===== config.mk =====
export PLATFORM = sky130hd
export DESIGN_NAME = lrbgd_div
export DESIGN_NICKNAME = d
export VERILOG_FILES = /design/src/rtl/lrbgd_pkg.sv /design/src/rtl/lrbgd_div.sv
export SDC_FILE = /design/constraint.sdc
export NUM_CORES = 1
export LEC_CHECK = 0
export ABC_AREA = 1
export BUFFER_PORTS_ARGS = -buffer_cell sky130_fd_sc_hd__buf_2
export CAP_MARGIN = 20
export CORE_ASPECT_RATIO = 1.75
export CORE_MARGIN = 2
export CORE_UTILIZATION = 54
export CTS_BUF_LIST = sky130_fd_sc_hd__clkbuf_4 sky130_fd_sc_hd__clkbuf_8
export DETAILED_ROUTE_END_ITERATION = 8
export GPL_TIMING_DRIVEN = 0
export PLACE_DENSITY_LB_ADDON = 0.1
export SKIP_LAST_GASP = 1
export SLEW_MARGIN = 20
export SYNTH_ARGS = -nofsm -noshare
export SYNTH_HDL_FRONTEND = slang
export SYNTH_SLANG_ARGS = --single-unit

===== constraint.sdc =====
create_clock -name clock -period 2.3 [get_ports clock]
set_input_delay 0.345 -clock clock [delete_from_list [all_inputs] [get_ports clock]]
set_output_delay 0.345 -clock clock [all_outputs]
set_load 0.01 [all_outputs]

===== src/rtl/lrbgd_pkg.sv =====
package lrbgd_pkg;

   localparam int FEATURES    = 4;
   localparam int MAX_SAMPLES = 1024;
   localparam int LANES       = FEATURES + 1;
   localparam int LANE_W      = $clog2(LANES);
   localparam int CNT_W       = $clog2(MAX_SAMPLES + 1);
   localparam int X_W         = 16;
   localparam int W_W         = 32;
   localparam int P_W         = W_W + X_W;
   localparam int ACC_W       = 48;
   localparam int DIFF_W      = W_W + 1;
   localparam int GP_W        = DIFF_W + X_W;
   localparam int DIV_W       = ACC_W + 1;
   localparam int LR_W        = 16;

   localparam logic [LR_W-1:0]       LR_RESET = 16'd655;
   localparam logic signed [X_W-1:0] ONE_Q412 = 16'sd4096;

   localparam logic [1:0] REQ_PREDICT = 2'd0;
   localparam logic [1:0] REQ_TRAIN   = 2'd1;
   localparam logic [1:0] REQ_UPDATE  = 2'd2;

   typedef enum logic [3:0] {
      ST_IDLE,
      ST_MUL,
      ST_SUM,
      ST_PRED,
      ST_GRAD,
      ST_ACC,
      ST_LOSS,
      ST_LOSS_WAIT,
      ST_STEP_MUL,
      ST_STEP_DIV,
      ST_STEP_WAIT,
      ST_STEP_WR,
      ST_OUT
   } state_type;

   typedef struct packed {
      logic mul;
      logic grad;
      logic acc;
      logic wr;
      logic clr;
   } lane_ctrl_type;

   typedef struct packed {
      logic [1:0]             req_type;
      logic signed [X_W-1:0]  feature_0;
      logic signed [X_W-1:0]  feature_1;
      logic signed [X_W-1:0]  feature_2;
      logic signed [X_W-1:0]  feature_3;
      logic signed [X_W-1:0]  target;
   } req_payload_type;

   typedef struct packed {
      logic signed [W_W-1:0] prediction;
      logic [31:0]           mean_loss;
      logic                  empty_batch;
      logic                  saturated;
   } rsp_payload_type;

endpackage


===== src/rtl/lrbgd_div.sv =====
module lrbgd_div (
   input  logic                        clock,
   input  logic                        reset,
   input  logic                        start,
   input  logic [lrbgd_pkg::DIV_W-1:0] dividend,
   input  logic [lrbgd_pkg::CNT_W-1:0] divisor,
   output logic                        done,
   output logic [lrbgd_pkg::DIV_W-1:0] quotient
);
   import lrbgd_pkg::*;

   localparam int STEP_W = $clog2(DIV_W);

   logic [DIV_W-1:0]  quo_ff;
   logic [CNT_W-1:0]  rem_ff, rem_in;
   logic [CNT_W-1:0]  dvs_ff;
   logic [STEP_W-1:0] cnt_ff;
   logic              run_ff, done_ff;
   logic [CNT_W:0]    shifted, trial;
   logic              ge;

   always_comb begin
      shifted = {rem_ff, quo_ff[DIV_W-1]};
      ge      = shifted >= {1'b0, dvs_ff};
      trial   = shifted - {1'b0, dvs_ff};
      rem_in  = ge ? trial[CNT_W-1:0] : shifted[CNT_W-1:0];
   end

   always_ff @(posedge clock) begin
      if (reset) begin
         run_ff  <= 1'b0;
         done_ff <= 1'b0;
         cnt_ff  <= '0;
      end else begin
         done_ff <= 1'b0;
         if (start) begin
            run_ff <= 1'b1;
            cnt_ff <= '0;
         end else if (run_ff) begin
            cnt_ff <= cnt_ff + STEP_W'(1);
            if (cnt_ff == STEP_W'(DIV_W - 1)) begin
               run_ff  <= 1'b0;
               done_ff <= 1'b1;
            end
         end
      end
   end

   always_ff @(posedge clock) begin
      if (start) begin
         quo_ff <= dividend;
         rem_ff <= '0;
         dvs_ff <= divisor;
      end else if (run_ff) begin
         quo_ff <= {quo_ff[DIV_W-2:0], ge};
         rem_ff <= rem_in;
      end
   end

   assign done     = done_ff;
   assign quotient = quo_ff;

endmodule


==> impl_results.md <==
- First-pass GRT wire length: 15,370 um
- CP top delay family: simple AND/OR/NAND/NOR gates
- H-tree levels: 3
- Post-place setup slack: -0.3312 ns
- Final hold vios: 0
- DP Area: 4770 um^2
- Clock Sinks: 79
- Final #Nets: 683
- Status: finished, final reports clean
- Vias per cell: 5.024
- Crit-path cells: inv_1, ha_1, fa_1, inv_1, nand3_1, nand3_2, nand2_2, nand4_4, buf_12, nand3_2, nand3_1, nand2_1
- Max-Cap Viols: 0
- Leakage: 2.556 nW
- Syn Area/Cell: 8.452 um^2
- Pre-antenna DRT Iters: 5
- Syn. warnings: 0
- Final Total Pwr: 3.347 mW
- Minimum hold slack: 0.1671 ns
- Leading register cell type out of synthesis: edfxtp_1
- Design Area, Final: 4999 um^2
- CTS Hold Bufs: 0
- Core ar.: 7284 um^2
- Commonest cells post-synth: nand2_1, edfxtp_1, inv_1, nand3_1, dfxtp_1
- Register Area: 2182 um^2
- Dpl cells: 681
- Fmax: 0.4794 GHz
- Postcts setup bufs: 0
- RePlAce Congestion: 0.9433
- RSZ-0062 raised after global routing: false
- Worst path max stage delay: 0.41 ns
- Fin Clk Skew: 0.008446 ns
- Post-synth ARST share: 0%
- Worst setup margin: 0.2142 ns
- Wire per inst: 13.58 um
- Vias in the first global route: 3,451
- Critical-path top delay cell: fa_1
- TritonCTS Buffers: 9
- PwrDens: 669.6 nW/um^2
- Iteration-0 DRC Markers: 191
- Mapped Area: 4074 um^2
- Vias after detailed routing: 3,502
- Worst hold-check path type: input port to register
- Area of the multi-input gates: 1588 um^2
- Largest net degree at the start of global routing: 30
- Share of the synthesized area in the top cell type: 44.23%
- Worst-Margin Slew: 0.6499 ns
- Non-Filler Instances: 697
- I/O pin cnt: 113
- Clock Latency Late Sink: 0.35 ns
- Crit start category: register
- # diodes: 0
- Crit path time final: 2.086 ns
- Post-synth EDFFs: 60
- Width of the die: 69.66 um
- Setup violators final: 0
- Most common cell in the netlist: nand2_1
- Crit path DAT: 2.34 ns
- CP required: 2.55 ns
- Die Y: 118.9 um
- Max-slew headroom: 56.61%
- Synth unique cells: 30
- Final Max Tran Viols: 0
- Fraction of layout cells with a size suffix above 1: 27.00%
- Global route total overflow: 0
- Crit. End Element: register
- Reg2Reg Setup Slack: 0.21 ns
- Synth Instances: 482
- Clk slew on worst S/H paths: 0.08 ns
- Final worst-path cycle share: 90.69%
- FP Rows: 41
- # DRC: 0
- CP bufs+invs: 3
- Peak supply drop: 0.4971 mV
- Area contributors post-synth: edfxtp_1, nand2_1, dfxtp_1
- All-Layer GR Usage: 23.70%
- Synth Net Count: 559
- Kind of critical path: register to register
- Crit-path max FO: 10
- Area growth syn-to-layout: 22.70%
- Antenna Nets Post-Route: 0
- Fill count: 646
- CTS tree: done
- Register area share after synthesis: 53.56%
- CTS Buffer Depth: 2
- Initial Util: 55.93%
- Post-DP HPWL: 7303 um
- Antenna violations before repair: 0
- Final Routed Wirelength: 9463 um
- Die ar.: 8283 um^2
- Leading area contributor after synthesis: edfxtp_1
- Resize count post-CTS: 0
- Clock Tree Root: clkbuf_8
- Seq cells post-synth: 79
- Port bufs: 112
## per-layer routing
layer  GRT usage, %  routed length [um]  vias up
met5              0                   0        -
met4          10.82                 224        0
met3          6.345                 571       18
met2          43.63                5138      103
met1          24.66                3529     1595
li1               -                   -     1786
## kinds of logic (layout without fill, tap and decap cells)
| logic type | after synthesis | after routing | synth area share [%] |
|---|---|---|---|
| buffers and inverters | 72 | 201 | 7.463 |
| adders and majority gates | 14 | 14 | 4.484 |
| xor gates and xnor gates | 3 | 3 | 0.6451 |
| AOI/OAI and AO/OA | 11 | 11 | 1.505 |
| and+or+nand+nor | 303 | 303 | 32.34 |
| DFF | 79 | 79 | 53.56 |
## layout make-up
class	instances	area share (%)
flip-flops and latches	79	43.65
well taps	86	2.153
inverters	55	4.130
clock inverters	2	0.7009
plain buffers	17	1.977
multi-input cells	331	31.76
clock buffers	14	3.855
repair buffers	113	11.76
## layout by cell type (no fill, tap or decap), types with 2 or more instances in the layout
| cell | count |
|---|---|
| nand2_1 | 217 |
| buf_2 | 117 |
| edfxtp_1 | 60 |
| inv_1 | 52 |
| nand3_1 | 26 |
| dfxtp_1 | 19 |
| nor2_1 | 18 |
| nand4_1 | 14 |
| clkbuf_8 | 14 |
| ha_1 | 13 |
| nand2_2 | 12 |
| clkbuf_1 | 8 |
| nand3_2 | 6 |
| a21oi_1 | 6 |
| inv_2 | 3 |
| o21ai_0 | 3 |
| nor3_1 | 3 |
| nor2_2 | 2 |
| xnor2_1 | 2 |
## worst paths after layout
kind,startpoint,end,depth (start not counted)
hold / removal,divisor[6],dvs_ff[6],1
hold reg to reg,rem_ff[10],rem_ff[10],2
setup / recovery,quotient[48],rem_ff[7],12
setup reg to reg,quotient[48],rem_ff[7],12
## registers in the layout, indices dropped and copies added, names as in the netlist
| name | count |
|---|---|
| cnt_ff | 6 |
| done | 1 |
| dvs_ff | 11 |
| quotient | 49 |
| rem_ff | 11 |
| run_ff | 1 |
## report_power, final
group          total [mW]  switching (mW)  internal, mW
Clock                1.13           0.483         0.648
Combinational       0.486           0.294         0.192
Sequential           1.73          0.0582          1.67
Total                3.35           0.836          2.51
## per-stage QoR
stage               setup TNS, ns  util (%)
finish                          0     68.62
global route                    0     68.62
CTS                             0     68.60
detailed placement         -11.00     65.48
global placement           -45.11     65.10
floorplan                       0         -
Note: power is estimated with default switching activity, not from simulation.
