File: src/rtl/lrbgd_pkg.sv
package lrbgd_pkg;

   localparam int FEATURES    = 4;
   localparam int MAX_SAMPLES = 1024;
   localparam int LANES       = FEATURES + 1;
   localparam int LANE_W      = $clog2(LANES);
   localparam int CNT_W       = $clog2(MAX_SAMPLES + 1);
   localparam int X_W         = 16;
   localparam int W_W         = 32;
   localparam int P_W         = W_W + X_W;
   localparam int ACC_W       = 48;
   localparam int DIFF_W      = W_W + 1;
   localparam int GP_W        = DIFF_W + X_W;
   localparam int DIV_W       = ACC_W + 1;
   localparam int LR_W        = 16;

   localparam logic [LR_W-1:0]       LR_RESET = 16'd655;
   localparam logic signed [X_W-1:0] ONE_Q412 = 16'sd4096;

   localparam logic [1:0] REQ_PREDICT = 2'd0;
   localparam logic [1:0] REQ_TRAIN   = 2'd1;
   localparam logic [1:0] REQ_UPDATE  = 2'd2;

   typedef enum logic [3:0] {
      ST_IDLE,
      ST_MUL,
      ST_SUM,
      ST_PRED,
      ST_GRAD,
      ST_ACC,
      ST_LOSS,
      ST_LOSS_WAIT,
      ST_STEP_MUL,
      ST_STEP_DIV,
      ST_STEP_WAIT,
      ST_STEP_WR,
      ST_OUT
   } state_type;

   typedef struct packed {
      logic mul;
      logic grad;
      logic acc;
      logic wr;
      logic clr;
   } lane_ctrl_type;

   typedef struct packed {
      logic [1:0]             req_type;
      logic signed [X_W-1:0]  feature_0;
      logic signed [X_W-1:0]  feature_1;
      logic signed [X_W-1:0]  feature_2;
      logic signed [X_W-1:0]  feature_3;
      logic signed [X_W-1:0]  target;
   } req_payload_type;

   typedef struct packed {
      logic signed [W_W-1:0] prediction;
      logic [31:0]           mean_loss;
      logic                  empty_batch;
      logic                  saturated;
   } rsp_payload_type;

endpackage

File: src/rtl/lrbgd_lane.sv
module lrbgd_lane (
   input  logic                               clock,
   input  logic                               reset,
   input  lrbgd_pkg::lane_ctrl_type           ctrl,
   input  logic signed [lrbgd_pkg::X_W-1:0]   x,
   input  logic signed [lrbgd_pkg::DIFF_W-1:0] diff,
   input  logic [lrbgd_pkg::DIV_W-1:0]        step,
   output logic signed [lrbgd_pkg::P_W-1:0]   prod,
   output logic signed [lrbgd_pkg::ACC_W-1:0] grad,
   output logic                               sat
);
   import lrbgd_pkg::*;

   localparam int GW = ACC_W + 2;
   localparam int WW = DIV_W + 2;
   localparam logic signed [GW-1:0] G_MAX = GW'({1'b0, {(ACC_W-1){1'b1}}});
   localparam logic signed [GW-1:0] G_MIN = ~G_MAX;
   localparam logic signed [WW-1:0] W_MAX = WW'({1'b0, {(W_W-1){1'b1}}});
   localparam logic signed [WW-1:0] W_MIN = ~W_MAX;

   logic signed [W_W-1:0]   weight_ff, weight_in;
   logic signed [ACC_W-1:0] grad_ff, grad_in;
   logic signed [P_W-1:0]   prod_ff;
   logic signed [GP_W-1:0]  gprod_ff;
   logic signed [GW-1:0]    gsum;
   logic signed [WW-1:0]    wsum, step_s;
   logic                    gsat, wsat;

   always_comb begin
      gsum   = GW'(grad_ff) + GW'(gprod_ff >>> 12);
      gsat   = (gsum > G_MAX) || (gsum < G_MIN);
      grad_in = (gsum > G_MAX) ? G_MAX[ACC_W-1:0] :
                (gsum < G_MIN) ? G_MIN[ACC_W-1:0] : gsum[ACC_W-1:0];
      step_s = $signed({2'b00, step});
      wsum   = grad_ff[ACC_W-1] ? WW'(weight_ff) + step_s : WW'(weight_ff) - step_s;
      wsat   = (wsum > W_MAX) || (wsum < W_MIN);
      weight_in = (wsum > W_MAX) ? W_MAX[W_W-1:0] :
                  (wsum < W_MIN) ? W_MIN[W_W-1:0] : wsum[W_W-1:0];
      sat = (ctrl.acc && gsat) || (ctrl.wr && wsat);
   end

   always_ff @(posedge clock) begin
      if (reset) begin
         weight_ff <= '0;
         grad_ff   <= '0;
      end else begin
         if (ctrl.wr) begin
            weight_ff <= weight_in;
         end
         if (ctrl.clr) begin
            grad_ff <= '0;
         end else if (ctrl.acc) begin
            grad_ff <= grad_in;
         end
      end
   end

   always_ff @(posedge clock) begin
      if (ctrl.mul) begin
         prod_ff <= weight_ff * x;
      end
      if (ctrl.grad) begin
         gprod_ff <= diff * x;
      end
   end

   assign prod = prod_ff;
   assign grad = grad_ff;

endmodule

File: config.mk
export PLATFORM = sky130hd
export DESIGN_NAME = lrbgd_lane
export DESIGN_NICKNAME = d
export VERILOG_FILES = /design/src/rtl/lrbgd_pkg.sv /design/src/rtl/lrbgd_lane.sv
export SDC_FILE = /design/constraint.sdc
export NUM_CORES = 2
export LEC_CHECK = 0
export ABC_AREA = 1
export BUFFER_PORTS_ARGS = -buffer_cell sky130_fd_sc_hd__buf_2
export CAP_MARGIN = 30
export CORE_ASPECT_RATIO = 1.1
export CORE_MARGIN = 2
export CORE_UTILIZATION = 35
export CTS_CLUSTER_DIAMETER = 150
export DETAILED_ROUTE_END_ITERATION = 10
export PLACE_DENSITY = 0.52
export SYNTH_ARGS = -nofsm -noshare
export SYNTH_HDL_FRONTEND = slang
export SYNTH_SLANG_ARGS = --single-unit
File: constraint.sdc
create_clock -name clock -period 6.9 [get_ports clock]
set_input_delay 0.69 -clock clock [delete_from_list [all_inputs] [get_ports clock]]
set_output_delay 0.69 -clock clock [all_outputs]
set_load 0.005 [all_outputs]
==> metrics.json <==
{
  "critical_path": {
    "crit_fanout": 29,
    "regToRegSetupSlack_ns": 0.50,
    "data_arrival_time_of_the_worst_path_ns": 6.76,
    "crit_type": "in2reg",
    "path_common_cell": "fa_1",
    "critPathLaunch": "x[11]",
    "ff2ff_path_depth": 21,
    "r2r-end": "prod[37]$_DFFE_PP_",
    "critical_path_required_ns": 7.15,
    "critical-path-slowest-cell": "fa_1",
    "worstSetupEndpointType": "flip-flop",
    "cp_cell_sequence": "buf_2, buf_4, nand2_1, fa_1, inv_1, fa_1, fa_1, fa_1, fa_1, inv_1, fa_1, inv_1, ha_1, a21oi_1, inv_1, a31oi_1, inv_1, a21oi_1, o21ai_0, a41oi_1, o21ai_0, xor2_1",
    "reg2reg_from": "weight_ff[16]$_SDFFE_PP0P_",
    "startpoint_type": "input pin",
    "cpPeakStageDelay_ns": 0.58,
    "cp-endpoint": "gprod_ff[42]$_DFFE_PP_"
  },
  "drt": {
    "drt_wl_total_mm": 154,
    "drt-vias-per-instance": 4.76,
    "routed-via-count": 42600,
    "detailedRoute.firstPassIterationCount": 5,
    "detail-route-antenna-nets": 0,
    "wl_per_cell_um": 17.2,
    "drc": 0,
    "initialDrtViolationCount": 2384
  },
  "clock_tree": {
    "ctsHoldBuffers": 0,
    "tritoncts_clock_tree": "done",
    "cts-buffers-inserted": 17,
    "clock-sinks": 165,
    "cts_clock_pin_slew_for_the_worst_setup_and_hold_paths_ns": 0.07,
    "clock_tree.buffer_depth": 2,
    "clock_tree.root_cell": "clkbuf_16",
    "ctsHtreeMaxLevel": 4,
    "post-cts-setup-buffers": 0,
    "clkLatencyLatePin_ns": 0.53
  },
  "floorplanning": {
    "effective_utilization_at_floorplan_pct": 35.3,
    "fp-row-count": 146,
    "io_pins": 202,
    "design.die.area_um2": 149000,
    "die_width_um": 368,
    "fp.dieH_um": 404,
    "coreArea_um2": 144000
  },
  "timing": {
    "final_hold_viol_count": 0,
    "rsz0062_at_grt": "no",
    "timing_worst_slew_pin_value_ns": 0.980,
    "timing.fmax_ghz": 0.154,
    "layout_min_cycle_time_ns": 6.51,
    "drv_slew": 0,
    "timing.final.setup_violations": 0,
    "final_min_period_over_clock_period_pct": 94.4,
    "slew-limit-headroom_pct": 34.5,
    "finalClockSkew_ns": 0.0202,
    "final.setup.tns_ns": 0
  },
  "global_route": {
    "antenna_violations_before_repair": 18,
    "globalRouteTotalUtil_pct": 21.4,
    "grt_ovf": 0,
    "grt_pass1_vias": 45500,
    "largest_net_degree_at_the_start_of_global_routing": 56,
    "grt_first_pass_wirelength_mm": 250
  },
  "synthesis": {
    "synth_flop_cell": "edfxtp_1",
    "synthDominantCellAreaShare_pct": 38.7,
    "synth.top_cells.by_area": "fa_1, nand2_1, inv_1",
    "postSynth.asyncResetShare_pct": 0,
    "ys_seq_area_share_pct": 8.15,
    "synthDistinctLibCells": 56,
    "post_synth_inst_count": 6782,
    "netlist_area_um2": 51000,
    "flop_and_latch_count_out_of_synthesis": 165,
    "synth.most_common_cell": "nand2_1",
    "syn_area_per_cell_um2": 7.52,
    "synth_enable_flop_cells": 85,
    "yosys_warnings": 0,
    "synth_fp_nets": 8202,
    "biggest_area_consumer_among_synthesized_cells": "fa_1",
    "synth.top_cells.by_count": "nand2_1, inv_1, fa_1"
  },
  "run": {
    "maxCapViolCount": 0
  },
  "place": {
    "hpwlAfterDp_mm": 133,
    "place.gp.congestion": 0.934,
    "port_buffers": 201
  },
  "finish": {
    "layout.filler_cells": 15400,
    "final_nets": 8430,
    "area_delta_synth_final_pct": 10.2,
    "share_of_cells_above_drive_strength_1_pct": 9.14
  },
  "status": {
    "status": "finished, final reports clean"
  },
  "hold_path": {
    "min-delay-path-class": "in2reg"
  }
}
[flip-flops by register name, indices dropped and copies added (netlist names)]
signal     count
gprod_ff      37
grad          48
weight_ff     32
prod          48
[kinds of logic after synthesis]
| logic type | Yosys count | share of synthesized area, % |
|---|---|---|
| flops | 165 | 8.15 |
| simple gates | 2395 | 18.8 |
| buf+inv | 2033 | 15.1 |
| fa+ha+maj | 1315 | 46.8 |
| xor+xnor | 224 | 3.85 |
| compound gates | 650 | 7.24 |
[timing repair]
action,4_1_cts,5_1_grt
gates resized for setup,0,6
endpoints found under the setup margin,0,4
hold endpoints to repair,0,0
[placed cells by master, fill, tap and decap left out, drive strengths merged, types with 77 or more instances in the layout]
| master | n |
|---|---|
| a21oi | 320 |
| buf | 475 |
| dfxtp | 80 |
| edfxtp | 85 |
| fa | 987 |
| ha | 328 |
| inv | 1769 |
| nand2 | 1787 |
| nand3 | 113 |
| nor2 | 357 |
| o21ai | 203 |
| xnor2 | 77 |
| xor2 | 147 |
[critical path: cells and delay by family]
| kind | cells | cell delay, ns |
|---|---|---|
| and+or+nand+nor | 1 | 0.14 |
| AOI/OAI and AO/OA | 6 | 1.27 |
| adders and majority gates | 7 | 3.33 |
| buffers and inverters | 7 | 1.08 |
| xor gates and xnor gates | 1 | 0.20 |
[per-stage QoR]
step | cell area (um2) | setup WS [ns] | cells | hold slack [ns] | util, %
2_1_floorplan | 51000 | 0.535 | 6782 | 0.532 | -
3_3_place_gp | 55600 | -0.177 | 8915 | 0.540 | 38.5
3_5_place_dp | 55600 | -0.160 | 8915 | 0.545 | 38.5
4_1_cts | 56200 | 0.361 | 8947 | 0.443 | 38.9
5_1_grt | 56200 | 0.000917 | 8948 | 0.464 | 38.9
6_report | 56200 | 0.387 | 8952 | 0.481 | 39.0
[worst min-delay path by stage]
stage / to / cells past startpoint / from / slack, ns
floorplan: grad[28]$_SDFFE_PP0P_ / 2 / grad[28]$_SDFFE_PP0P_ / 0.53
finish: weight_ff[31]$_SDFFE_PP0P_ / 2 / reset / 0.48
CTS: weight_ff[31]$_SDFFE_PP0P_ / 2 / reset / 0.44
global placement: grad[43]$_SDFFE_PP0P_ / 2 / grad[43]$_SDFFE_PP0P_ / 0.54
detailed placement: grad[30]$_SDFFE_PP0P_ / 2 / grad[30]$_SDFFE_PP0P_ / 0.54
global route: weight_ff[31]$_SDFFE_PP0P_ / 2 / reset / 0.46
[routing by layer]
| metal | routed length, um | part of all wire, % | GRT usage (%) |
|---|---|---|---|
| met2 | 73400 | 48 | 36.1 |
| met5 | 68 | 0.044 | 0 |
| met4 | 3060 | 2.0 | 4.69 |
| met1 | 70400 | 46 | 29.4 |
| met3 | 7010 | 4.6 | 2.55 |
[area by class of cell]
| cell class | count | area (um2) | area share (%) |
|---|---|---|---|
| timing repair buffer | 475 | 3280 | 5.83 |
| sequential | 165 | 4160 | 7.40 |
| antenna | 5 | 12.5 | 0.0223 |
| clock buffer | 22 | 465 | 0.828 |
| inverter | 1767 | 6630 | 11.8 |
| multi-input combinational | 4584 | 39100 | 69.6 |
| tap | 1924 | 2410 | 4.28 |
| clock inverter | 10 | 121 | 0.216 |
Power is not shown: default switching activity piles up to over one toggle a cycle in this logic, so the estimate is an artifact.
